===== src/hdl/vhft_pkg.sv =====
`timescale 1ns / 1ps
// ----------------------------------------------------------------------------
// vhft_pkg
// Shared types, codes and constants of the VPN handshake flow tracker.
// ----------------------------------------------------------------------------
package vhft_pkg;

  localparam int unsigned QueueDepth = 2;

  localparam logic [3:0] UDP_OPCODE_OFFSET = 4'd0;
  localparam logic [3:0] TCP_OPCODE_OFFSET = 4'd2;

  localparam logic [1:0] TK_UDP = 2'd0;
  localparam logic [1:0] TK_TCP = 2'd1;

  localparam logic [1:0] IPV_4 = 2'd0;
  localparam logic [1:0] IPV_6 = 2'd1;

  localparam logic [1:0] CFG_INVALID_LIMIT = 2'd0;
  localparam logic [1:0] CFG_MIN_PACKETS   = 2'd1;
  localparam logic [1:0] CFG_SHARE_PERCENT = 2'd2;

  localparam logic [7:0]  RST_INVALID_LIMIT = 8'd4;
  localparam logic [15:0] RST_MIN_PACKETS   = 16'd20;
  localparam logic [6:0]  RST_SHARE_PERCENT = 7'd60;

  localparam logic [7:0] TLS_HANDSHAKE    = 8'h16;
  localparam logic [7:0] TLS_CLIENT_HELLO = 8'h01;
  localparam logic [7:0] TLS_SERVER_HELLO = 8'h02;

  // length bounds past the opcode offset for the hello probes
  localparam logic [16:0] PROBE_CH_NEAR = 17'd19;
  localparam logic [16:0] PROBE_CH_FAR  = 17'd47;
  localparam logic [16:0] PROBE_SH_NEAR = 17'd31;
  localparam logic [16:0] PROBE_SH_FAR  = 17'd59;

  localparam int unsigned NumW       = 39;
  localparam int unsigned DivSteps   = 7;
  localparam int unsigned ScoreScale = 80;
  localparam int unsigned PctScale   = 100;
  localparam logic [6:0]  SCORE_FULL = 7'd100;

  // OpenVPN opcodes
  localparam logic [4:0] OP_NONE          = 5'd0;
  localparam logic [4:0] OP_RESET_CLI_V1  = 5'd1;
  localparam logic [4:0] OP_RESET_SRV_V1  = 5'd2;
  localparam logic [4:0] OP_CONTROL_V1    = 5'd4;
  localparam logic [4:0] OP_ACK_V1        = 5'd5;
  localparam logic [4:0] OP_DATA_V1       = 5'd6;
  localparam logic [4:0] OP_RESET_CLI_V2  = 5'd7;
  localparam logic [4:0] OP_RESET_SRV_V2  = 5'd8;
  localparam logic [4:0] OP_DATA_V2       = 5'd9;
  localparam logic [4:0] OP_RESET_CLI_V3  = 5'd10;

  typedef enum logic [2:0] {
    PH_NULL,
    PH_CLIENT_RESET,
    PH_SERVER_RESET,
    PH_ACK,
    PH_CLIENT_HELLO,
    PH_SERVER_HELLO,
    PH_CONTROL_ACK,
    PH_DATA
  } phase_e;

  typedef enum logic [1:0] {
    BK_IDLE,
    BK_MUL,
    BK_DIV,
    BK_DONE
  } bk_state_e;

  typedef struct packed {
    logic [4:0]  op;
    logic        ignore;
    logic        client_hello;
    logic        server_hello;
    logic [1:0]  ver;
    logic [63:0] src_hi;
    logic [63:0] src_lo;
    logic [63:0] dst_hi;
    logic [63:0] dst_lo;
  } item_t;

  typedef struct packed {
    logic [7:0]  invalid_limit;
    logic [15:0] min_packets;
    logic [6:0]  share_pct;
  } cfg_t;

  typedef struct packed {
    logic pop;
    logic mul;
    logic div;
    logic load;
  } bk_ctl_t;

endpackage


===== src/hdl/vpn_handshake_flow_tracker_core.sv =====
`timescale 1ns / 1ps
// ----------------------------------------------------------------------------
// vpn_handshake_flow_tracker_core
// Follows one flow's packets through the OpenVPN handshake, keeps packet
// counters and gives the export score with every packet.
//
//   channel  direction  handshake              payload
//   in       sink       in_valid_i/in_ready_o   packet fields
//   out      source     out_valid_o/out_ready_i state, counters, score
//   cfg      sink       cfg_valid_i/cfg_ready_o cfg_index_i, cfg_data_i
//
// Each packet passes through the back end in order: the state update, the
// score products, the quotient (one bit per cycle of the restoring divider)
// and the load of the result register, which waits while a result is held.
// The input takes beats while the queue has room, also while a result waits.
// Reset clears state, counters and queue; configuration returns to defaults.
// cfg_ready_o is always high; writes to an unknown index are dropped.
// ----------------------------------------------------------------------------
module vpn_handshake_flow_tracker_core #(
  parameter int unsigned QUEUE_DEPTH = vhft_pkg::QueueDepth
) (
  input  logic        clk_i,
  input  logic        rst_ni,
  input  logic        in_valid_i,
  output logic        in_ready_o,
  input  logic [1:0]  transport_kind_i,
  input  logic [1:0]  ip_version_i,
  input  logic [15:0] payload_len_i,
  input  logic [7:0]  opcode_byte_i,
  input  logic [63:0] probe_bytes_i,
  input  logic [63:0] src_ip_high_i,
  input  logic [63:0] src_ip_low_i,
  input  logic [63:0] dst_ip_high_i,
  input  logic [63:0] dst_ip_low_i,
  output logic        out_valid_o,
  input  logic        out_ready_i,
  output logic [2:0]  handshake_state_o,
  output logic [31:0] packet_total_o,
  output logic [31:0] data_packet_total_o,
  output logic [6:0]  vpn_score_o,
  input  logic        cfg_valid_i,
  output logic        cfg_ready_o,
  input  logic [1:0]  cfg_index_i,
  input  logic [15:0] cfg_data_i
);
  import vhft_pkg::*;

  cfg_t  cfg_q;
  item_t front_item, head_item;
  logic  q_full, q_valid, q_pop, push;

  assign cfg_ready_o = 1'b1;
  assign in_ready_o  = !q_full;
  assign push        = in_valid_i && !q_full;

  always_ff @(posedge clk_i or negedge rst_ni) begin
    if (!rst_ni) begin
      cfg_q.invalid_limit <= RST_INVALID_LIMIT;
      cfg_q.min_packets   <= RST_MIN_PACKETS;
      cfg_q.share_pct     <= RST_SHARE_PERCENT;
    end else if (cfg_valid_i) begin
      unique case (cfg_index_i)
        CFG_INVALID_LIMIT: cfg_q.invalid_limit <= cfg_data_i[7:0];
        CFG_MIN_PACKETS:   cfg_q.min_packets   <= cfg_data_i;
        CFG_SHARE_PERCENT: cfg_q.share_pct     <= cfg_data_i[6:0];
        default: begin
        end
      endcase
    end
  end

  vhft_front u_front (
    .transport_kind_i (transport_kind_i),
    .ip_version_i     (ip_version_i),
    .payload_len_i    (payload_len_i),
    .opcode_byte_i    (opcode_byte_i),
    .probe_bytes_i    (probe_bytes_i),
    .src_ip_high_i    (src_ip_high_i),
    .src_ip_low_i     (src_ip_low_i),
    .dst_ip_high_i    (dst_ip_high_i),
    .dst_ip_low_i     (dst_ip_low_i),
    .item_o           (front_item)
  );

  vhft_queue #(
    .DEPTH (QUEUE_DEPTH)
  ) u_queue (
    .clk_i   (clk_i),
    .rst_ni  (rst_ni),
    .push_i  (push),
    .item_i  (front_item),
    .full_o  (q_full),
    .pop_i   (q_pop),
    .head_o  (head_item),
    .valid_o (q_valid)
  );

  vhft_back u_back (
    .clk_i               (clk_i),
    .rst_ni              (rst_ni),
    .cfg_i               (cfg_q),
    .head_i              (head_item),
    .head_valid_i        (q_valid),
    .pop_o               (q_pop),
    .out_valid_o         (out_valid_o),
    .out_ready_i         (out_ready_i),
    .handshake_state_o   (handshake_state_o),
    .packet_total_o      (packet_total_o),
    .data_packet_total_o (data_packet_total_o),
    .vpn_score_o         (vpn_score_o)
  );

endmodule


===== src/hdl/vhft_front.sv =====
`timescale 1ns / 1ps
// ----------------------------------------------------------------------------
// vhft_front
// Classifies a packet beat: extracts the opcode and flags ignored packets and
// TLS hello probes; the core pushes the classified item into the queue.
// ----------------------------------------------------------------------------
module vhft_front (
  input  logic [1:0]      transport_kind_i,
  input  logic [1:0]      ip_version_i,
  input  logic [15:0]     payload_len_i,
  input  logic [7:0]      opcode_byte_i,
  input  logic [63:0]     probe_bytes_i,
  input  logic [63:0]     src_ip_high_i,
  input  logic [63:0]     src_ip_low_i,
  input  logic [63:0]     dst_ip_high_i,
  input  logic [63:0]     dst_ip_low_i,
  output vhft_pkg::item_t item_o
);
  import vhft_pkg::*;

  logic [3:0]  off;
  logic [16:0] len_ext;
  logic [16:0] off_ext;

  always_comb begin
    item_o        = '0;
    off           = UDP_OPCODE_OFFSET;
    item_o.op     = OP_NONE;
    item_o.ignore = 1'b0;
    unique case (transport_kind_i)
      TK_UDP: begin
        off           = UDP_OPCODE_OFFSET;
        item_o.ignore = payload_len_i <= 16'(off);
        item_o.op     = opcode_byte_i[7:3];
      end
      TK_TCP: begin
        off           = TCP_OPCODE_OFFSET;
        item_o.ignore = payload_len_i <= 16'(off);
        item_o.op     = opcode_byte_i[7:3];
      end
      default: begin
        off = UDP_OPCODE_OFFSET;
      end
    endcase

    len_ext = {1'b0, payload_len_i};
    off_ext = 17'(off);

    item_o.client_hello =
        (len_ext > off_ext + PROBE_CH_NEAR && probe_bytes_i[7:0] == TLS_HANDSHAKE &&
         probe_bytes_i[15:8] == TLS_CLIENT_HELLO) ||
        (len_ext > off_ext + PROBE_CH_FAR && probe_bytes_i[23:16] == TLS_HANDSHAKE &&
         probe_bytes_i[31:24] == TLS_CLIENT_HELLO);
    item_o.server_hello =
        (len_ext > off_ext + PROBE_SH_NEAR && probe_bytes_i[39:32] == TLS_HANDSHAKE &&
         probe_bytes_i[47:40] == TLS_SERVER_HELLO) ||
        (len_ext > off_ext + PROBE_SH_FAR && probe_bytes_i[55:48] == TLS_HANDSHAKE &&
         probe_bytes_i[63:56] == TLS_SERVER_HELLO);

    item_o.ver    = ip_version_i;
    item_o.src_hi = src_ip_high_i;
    item_o.src_lo = src_ip_low_i;
    item_o.dst_hi = dst_ip_high_i;
    item_o.dst_lo = dst_ip_low_i;
  end

endmodule


===== src/hdl/vhft_queue.sv =====
`timescale 1ns / 1ps
// ----------------------------------------------------------------------------
// vhft_queue
// Short FIFO of classified items between the front and the back.
// ----------------------------------------------------------------------------
module vhft_queue #(
  parameter int unsigned DEPTH = vhft_pkg::QueueDepth
) (
  input  logic            clk_i,
  input  logic            rst_ni,
  input  logic            push_i,
  input  vhft_pkg::item_t item_i,
  output logic            full_o,
  input  logic            pop_i,
  output vhft_pkg::item_t head_o,
  output logic            valid_o
);
  import vhft_pkg::*;

  localparam int unsigned PtrW = (DEPTH > 1) ? $clog2(DEPTH) : 1;
  localparam int unsigned CntW = $clog2(DEPTH + 1);

  item_t            mem_q [DEPTH];
  logic [PtrW-1:0]  wr_ptr_q, wr_ptr_d;
  logic [PtrW-1:0]  rd_ptr_q, rd_ptr_d;
  logic [CntW-1:0]  cnt_q, cnt_d;

  assign full_o  = cnt_q == CntW'(DEPTH);
  assign valid_o = cnt_q != '0;
  assign head_o  = mem_q[rd_ptr_q];

  always_comb begin
    wr_ptr_d = wr_ptr_q;
    rd_ptr_d = rd_ptr_q;
    cnt_d    = cnt_q;
    if (push_i) begin
      wr_ptr_d = (wr_ptr_q == PtrW'(DEPTH - 1)) ? '0 : wr_ptr_q + 1'b1;
    end
    if (pop_i) begin
      rd_ptr_d = (rd_ptr_q == PtrW'(DEPTH - 1)) ? '0 : rd_ptr_q + 1'b1;
    end
    unique case ({push_i, pop_i})
      2'b10:   cnt_d = cnt_q + 1'b1;
      2'b01:   cnt_d = cnt_q - 1'b1;
      default: cnt_d = cnt_q;
    endcase
  end

  always_ff @(posedge clk_i or negedge rst_ni) begin
    if (!rst_ni) begin
      wr_ptr_q <= '0;
      rd_ptr_q <= '0;
      cnt_q    <= '0;
    end else begin
      wr_ptr_q <= wr_ptr_d;
      rd_ptr_q <= rd_ptr_d;
      cnt_q    <= cnt_d;
    end
  end

  always_ff @(posedge clk_i) begin
    if (push_i) begin
      mem_q[wr_ptr_q] <= item_i;
    end
  end

endmodule


===== src/hdl/vhft_back.sv =====
`timescale 1ns / 1ps
// ----------------------------------------------------------------------------
// vhft_back
// Handshake state machine, saturating counters and score unit: multiplies,
// then a seven step restoring divide for the partial score, then a result
// register toward the output channel.
// ----------------------------------------------------------------------------
module vhft_back (
  input  logic            clk_i,
  input  logic            rst_ni,
  input  vhft_pkg::cfg_t  cfg_i,
  input  vhft_pkg::item_t head_i,
  input  logic            head_valid_i,
  output logic            pop_o,
  output logic            out_valid_o,
  input  logic            out_ready_i,
  output logic [2:0]      handshake_state_o,
  output logic [31:0]     packet_total_o,
  output logic [31:0]     data_packet_total_o,
  output logic [6:0]      vpn_score_o
);
  import vhft_pkg::*;

  bk_state_e state_q, state_d;
  bk_ctl_t   ctl;

  phase_e      phase_q, phase_d;
  logic [63:0] client_hi_q, client_hi_d;
  logic [63:0] client_lo_q, client_lo_d;
  logic [7:0]  unmatched_q, unmatched_d;
  logic [31:0] all_q, all_d;
  logic [31:0] data_q, data_d;

  logic [NumW-1:0] share_q, need_q, rem_q, rem_d, trial;
  logic [6:0]      quo_q, quo_d;
  logic [2:0]      cnt_q;

  logic        out_valid_q;
  logic [2:0]  out_state_q;
  logic [31:0] out_all_q, out_data_q;
  logic [6:0]  out_score_q;
  logic [6:0]  score;

  logic              match_src, match_dst, unmatched;
  logic signed [9:0] v, lim;

  function automatic logic addr_match(logic [1:0] ver, logic [63:0] hi, logic [63:0] lo,
                                      logic [63:0] c_hi, logic [63:0] c_lo);
    logic m;
    m = 1'b0;
    if (ver == IPV_4) begin
      m = c_lo[31:0] == lo[31:0];
    end else if (ver == IPV_6) begin
      m = (c_lo == lo) && (c_hi == hi);
    end
    return m;
  endfunction

  always_comb begin
    state_d = state_q;
    unique case (state_q)
      BK_IDLE: if (head_valid_i) state_d = BK_MUL;
      BK_MUL:  state_d = BK_DIV;
      BK_DIV:  if (cnt_q == '0) state_d = BK_DONE;
      BK_DONE: if (!out_valid_q || out_ready_i) state_d = BK_IDLE;
      default: state_d = BK_IDLE;
    endcase
  end

  always_comb begin
    ctl      = '0;
    ctl.pop  = (state_q == BK_IDLE) && head_valid_i;
    ctl.mul  = state_q == BK_MUL;
    ctl.div  = state_q == BK_DIV;
    ctl.load = (state_q == BK_DONE) && (!out_valid_q || out_ready_i);
  end

  assign pop_o = ctl.pop;

  always_comb begin
    phase_d     = phase_q;
    client_hi_d = client_hi_q;
    client_lo_d = client_lo_q;
    data_d      = data_q;
    all_d       = all_q;
    unmatched   = 1'b0;
    v           = signed'({2'b00, unmatched_q});
    lim         = signed'({2'b00, cfg_i.invalid_limit});
    match_src   = addr_match(head_i.ver, head_i.src_hi, head_i.src_lo, client_hi_q, client_lo_q);
    match_dst   = addr_match(head_i.ver, head_i.dst_hi, head_i.dst_lo, client_hi_q, client_lo_q);

    unique case (head_i.op)
      OP_RESET_CLI_V1, OP_RESET_CLI_V2, OP_RESET_CLI_V3: begin
        phase_d     = PH_CLIENT_RESET;
        v           = -10'sd1;
        client_hi_d = head_i.src_hi;
        client_lo_d = head_i.src_lo;
      end
      OP_RESET_SRV_V1, OP_RESET_SRV_V2: begin
        if (phase_q == PH_CLIENT_RESET && match_dst) begin
          phase_d = PH_SERVER_RESET;
          v       = -10'sd1;
        end else begin
          unmatched = 1'b1;
        end
      end
      OP_CONTROL_V1: begin
        if (phase_q == PH_ACK && match_src && head_i.client_hello) begin
          phase_d = PH_CLIENT_HELLO;
          v       = -10'sd1;
        end else if (phase_q == PH_CLIENT_HELLO && match_dst && head_i.server_hello) begin
          phase_d = PH_SERVER_HELLO;
          v       = -10'sd1;
        end else if (phase_q == PH_SERVER_HELLO || phase_q == PH_CONTROL_ACK) begin
          phase_d = PH_CONTROL_ACK;
          v       = -10'sd1;
        end else begin
          unmatched = 1'b1;
        end
      end
      OP_ACK_V1: begin
        if (phase_q == PH_SERVER_RESET && match_src) begin
          phase_d = PH_ACK;
          v       = -10'sd1;
        end else if (phase_q == PH_SERVER_HELLO || phase_q == PH_CONTROL_ACK) begin
          phase_d = PH_CONTROL_ACK;
          v       = -10'sd1;
        end
      end
      OP_DATA_V1, OP_DATA_V2: begin
        if (phase_q == PH_CONTROL_ACK || phase_q == PH_DATA) begin
          phase_d = PH_DATA;
          v       = -10'sd1;
        end
        if (data_q != '1) data_d = data_q + 32'd1;
      end
      default: begin
      end
    endcase

    if (unmatched) begin
      v = v + 10'sd1;
      if (v == lim) phase_d = PH_NULL;
    end
    if (all_q != '1) all_d = all_q + 32'd1;
    if (v >= lim) begin
      phase_d = PH_NULL;
      v       = -10'sd1;
    end
    v           = v + 10'sd1;
    unmatched_d = v[7:0];
  end

  always_comb begin
    trial = NumW'(all_q) << cnt_q;
    rem_d = rem_q;
    quo_d = quo_q;
    if (rem_q >= trial) begin
      rem_d        = rem_q - trial;
      quo_d[cnt_q] = 1'b1;
    end
  end

  always_comb begin
    score = '0;
    if (all_q > 32'(cfg_i.min_packets)) begin
      if (phase_q == PH_DATA) begin
        score = SCORE_FULL;
      end else if (share_q >= need_q) begin
        score = quo_q;
      end
    end
  end

  always_ff @(posedge clk_i or negedge rst_ni) begin
    if (!rst_ni) begin
      state_q     <= BK_IDLE;
      phase_q     <= PH_NULL;
      client_hi_q <= '0;
      client_lo_q <= '0;
      unmatched_q <= '0;
      all_q       <= '0;
      data_q      <= '0;
      cnt_q       <= '0;
      out_valid_q <= 1'b0;
    end else begin
      state_q <= state_d;
      if (ctl.pop && !head_i.ignore) begin
        phase_q     <= phase_d;
        client_hi_q <= client_hi_d;
        client_lo_q <= client_lo_d;
        unmatched_q <= unmatched_d;
        all_q       <= all_d;
        data_q      <= data_d;
      end
      if (ctl.mul) begin
        cnt_q <= 3'(DivSteps - 1);
      end else if (ctl.div && cnt_q != '0) begin
        cnt_q <= cnt_q - 3'd1;
      end
      if (ctl.load) begin
        out_valid_q <= 1'b1;
      end else if (out_ready_i) begin
        out_valid_q <= 1'b0;
      end
    end
  end

  always_ff @(posedge clk_i) begin
    if (ctl.mul) begin
      share_q <= NumW'(data_q) * NumW'(PctScale);
      need_q  <= NumW'(cfg_i.share_pct) * NumW'(all_q);
      rem_q   <= NumW'(data_q) * NumW'(ScoreScale);
      quo_q   <= '0;
    end else if (ctl.div) begin
      rem_q <= rem_d;
      quo_q <= quo_d;
    end
    if (ctl.load) begin
      out_state_q <= phase_q;
      out_all_q   <= all_q;
      out_data_q  <= data_q;
      out_score_q <= score;
    end
  end

  assign out_valid_o         = out_valid_q;
  assign handshake_state_o   = out_state_q;
  assign packet_total_o      = out_all_q;
  assign data_packet_total_o = out_data_q;
  assign vpn_score_o         = out_score_q;

  a_data_le_all : assert property (@(posedge clk_i) disable iff (!rst_ni)
    data_q <= all_q)
    else $error("data count above packet count");

  a_data_phase : assert property (@(posedge clk_i) disable iff (!rst_ni)
    phase_q == PH_DATA |-> data_q != '0)
    else $error("data phase without data packets");

  a_quo_range : assert property (@(posedge clk_i) disable iff (!rst_ni)
    state_q == BK_DONE && all_q != '0 |-> quo_q <= 7'(ScoreScale))
    else $error("partial score out of range");

endmodule

===== config.mk =====
export PLATFORM = sky130hd
export DESIGN_NAME = vpn_handshake_flow_tracker_core
export DESIGN_NICKNAME = d
export VERILOG_FILES = /design/src/hdl/vhft_pkg.sv /design/src/hdl/vpn_handshake_flow_tracker_core.sv /design/src/hdl/vhft_front.sv /design/src/hdl/vhft_queue.sv /design/src/hdl/vhft_back.sv
export SDC_FILE = /design/constraint.sdc
export NUM_CORES = 2
export LEC_CHECK = 0
export ABC_CLOCK_PERIOD_IN_PS = 13070
export BUFFER_PORTS_ARGS = -buffer_cell sky130_fd_sc_hd__buf_2
export CAP_MARGIN = 20
export CORE_UTILIZATION = 40
export CTS_CLUSTER_SIZE = 30
export DETAILED_ROUTE_END_ITERATION = 6
export PLACE_DENSITY_LB_ADDON = 0.3
export SETUP_SLACK_MARGIN = 0.5
export SYNTH_ARGS = -nofsm -noshare
export SYNTH_HDL_FRONTEND = slang
export SYNTH_SLANG_ARGS = --single-unit

===== constraint.sdc =====
create_clock -name clk_i -period 13.07 [get_ports clk_i]
set_input_delay 1.307 -clock clk_i [delete_from_list [all_inputs] [get_ports clk_i]]
set_output_delay 1.307 -clock clk_i [all_outputs]
set_load 0.05 [all_outputs]

==> flow_metrics.tcl <==
set metrics [dict create \
    numCtsBuffers 105 \
    synth_edf_count 717 \
    root_buffer "clkbuf_16" \
    vias 36300 \
    maxCapViolations 0 \
    p_per_area_nw_per_um2 205 \
    port_buffers 443 \
    synthArstFlopShare_pct 25.1 \
    fin_ws_ns 4.38 \
    place_congestion 0.849 \
    synth_fa_ha_area_share_pct 14.1 \
    n_fill_cell 12400 \
    p_leak_nw 26.6 \
    cts.sinks 972 \
    final-hold-violation-count 0 \
    wire_per_inst_um 20.6 \
    pwr-share-clk_pct 23.6 \
    hold_path.class "flip-flop to flip-flop" \
    ys_ff_latch 972 \
    max_freq_mhz 115 \
    routed.top_layer "met5" \
    synthMuxAreaShare_pct 7.14 \
    grtUsageTotal_pct 20.2 \
    fin_skew_ns 0.0811 \
    htree_levels 3 \
    maxSlewHeadroom_pct 25.8 \
    syn_avg_cell_area_um2 12.1 \
    period_needed_ns 8.69 \
    placementRows 135 \
    ys_types 101 \
    switching_share_pct 37.9 \
    synth_xor_area_share_pct 6.70 \
    synth_top_cell_area_share_pct 39.0 \
    synth_top_family_by_area "adder cells" \
    hpwl_um 104000 \
    switching_power_mw 4.87 \
    cts_buffer_depth 3 \
    synth_area_um2 55100 \
    wl_met1_um 61100 \
    synth_fp_nets 5451 \
    yosysWarnings 0 \
    synth_compound_area_share_pct 7.90 \
    worst_pin_slew_ns 1.10 \
    cts_hold_buffers 0 \
    path_class "flip-flop to flip-flop" \
    drc 0 \
    post_cts_buffers 0 \
    fin_nets 5878 \
    pin_count 448 \
    core_area_um2 136000 \
    drive_gt1_share_pct 14.9 \
    final_cell_mix "edfxtp_1, buf_2, inv_1" \
    cp-start-kind "flip-flop" \
    grt_overflow 0 \
    power.internal_mw 7.98 \
    final_max_slew_viol_count 0 \
    met3_length_um 8930 \
    start_util_pct 40.5 \
    slowest_delay_ns 0.98 \
    peakVddDrop_uv 144 \
    ys_seq_area_share_pct 50.5 \
    crit_path_top_delay_cell "dfrtp_4" \
    cts.clk_slew.worst_paths_ns 0.06 \
    arrival_ns 9.25 \
    final_common_cell "edfxtp_1" \
    end_kind "flip-flop" \
    cts_tree "built" \
    dieArea_um2 139000 \
    synth_top_area_cell "edfxtp_1" \
    clk_latency_ns 0.75 \
    met2WireLength_um 68100 \
    grt_pass1_vias 36200 \
    critPathRequiredTime_ns 13.63 \
    synth_flop_cell "edfxtp_1" \
    grt_max_degree 162 \
    drt_iter0_markers 2394 \
    timing.final.crit_share_pct 66.5 \
    antenna_found_initial 58 \
    avgViaCountPerCell 5.27 \
    rsz0062_at_grt "false" \
    route.final.wire_length_um 142000 \
    synth.area.top_cells "edfxtp_1, dfrtp_1, ha_1, fa_1, xnor2_1" \
    yosys.area_share.simple_pct 9.62 \
    synthCells 4566 \
    cts-resized-gates 0 \
    antenna_left 0 \
    status "completed" \
    place_ws_ns 4.24 \
    setup-violations-final 0 \
    pwr-share-comb_pct 37.3 \
    power_frac_seq_pct 39.1 \
    setup_tns_ns 0 \
    fp.dieH_um 373 \
    synthToLayoutAreaGrowth_pct 13.8 \
    path_max_fanout 47 \
    drtPass1Iterations 5 \
    die_w_um 373 \
    grt_pass1_wl_um 216000 \
]
-- per-layer routing --
layer,vias to the layer above,GRT usage [%]
met5,-,0
met4,46,5.61
met3,243,4.49
met2,930,33.7
met1,17900,26.4
li1,17200,-
-- final cells by class --
cell class | instances | area, µm² | share of cell area, %
clock buffers | 144 | 2890 | 4.61
multi-input cells | 3052 | 25100 | 40.0
inverters | 383 | 1440 | 2.29
flip-flops and latches | 972 | 27900 | 44.4
diodes | 12 | 30.0 | 0.0478
clock inverters | 55 | 642 | 1.02
well taps | 1781 | 2230 | 3.55
repair buffers | 479 | 2540 | 4.05
-- Yosys cell counts, types with 32 or more instances --
cell,n
mux2i_1,295
nor4_1,76
a21oi_1,282
nand4_1,50
fa_1,178
inv_1,382
ha_1,336
mux2_2,36
nor2_1,270
xnor2_1,367
and2_1,74
o21ai_0,90
clkbuf_1,113
nand3_1,63
o31ai_1,33
nor3_1,34
xor2_1,55
edfxtp_1,717
o21a_1,32
nor2b_1,38
a21o_1,58
nand2b_1,47
nand2_1,318
dfrtp_1,237
-- final timing paths --
check	start	end	slack (ns)	cells past startpoint
max in group asynchronous	rst_ni	u_queue.rd_ptr_q$_DFFE_PN0P_	10.88	2
min reg2reg	u_back.quo_q[0]$_SDFFE_PP0P_	u_back.quo_q[0]$_SDFFE_PP0P_	0.47	2
max reg2reg	u_queue.rd_ptr_q$_DFFE_PN0P_	u_back.unmatched_q[4]$_DFFE_PN0P_	4.38	28
min in group asynchronous	rst_ni	u_queue.wr_ptr_q$_DFFE_PN0P_	0.61	1
max	u_queue.rd_ptr_q$_DFFE_PN0P_	u_back.unmatched_q[4]$_DFFE_PN0P_	4.38	28
min	u_back.quo_q[0]$_SDFFE_PP0P_	u_back.quo_q[0]$_SDFFE_PP0P_	0.47	2
-- worst max-delay path: cells and delay by family (launching register included) --
family	cells	cell delay (ns)
buffers and inverters	4	1.70
adder cells (fa/ha/maj)	3	0.90
flip-flops	1	0.98
AND/OR/NAND/NOR	9	2.24
XOR/XNOR	1	0.09
AO/OA/AOI/OAI	8	1.68
multiplexers	3	0.90
-- flip-flops by register name, indices dropped and copies added (netlist names), 37 cells and up --
signal and cells:
u_back.client_lo_q 64, u_queue.mem_q 532, u_back.share_q 37, u_back.client_hi_q 64, u_back.rem_q 39, u_back.need_q 39
-- through the flow --
step / instances / instance area (µm²) / hold slack [ns] / power, mW / util, %
floorplan: 4566 / 55100 / 0.432 / 8.64 / -
global placement: 6664 / 59200 / 0.453 / 9.80 / 43.5
detailed placement: 6665 / 59200 / 0.460 / 9.89 / 43.5
CTS: 6864 / 62700 / 0.469 / 13.0 / 46.1
global route: 6872 / 62800 / 0.485 / 13.6 / 46.1
finish: 6878 / 62800 / 0.466 / 12.8 / 46.1
-- power by group through the flow --
stage,registers (mW),clock network (mW),logic [mW]
finish,5.03,3.03,4.79
global route,5.11,3.21,5.29
CTS,5.03,3.10,4.83
detailed placement,5.09,0,4.80
global placement,5.06,0,4.73
floorplan,5.14,0,3.50
-- cell families after synthesis --
logic type                 after synthesis
and+or+nand+nor                       1074
DFF                                    972
AOI/OAI and AO/OA                      683
buffers and inverters                  542
adders and majority gates              515
xor gates and xnor gates               422
muxes                                  357
other                                    1
(Power assumes the default switching activity.)
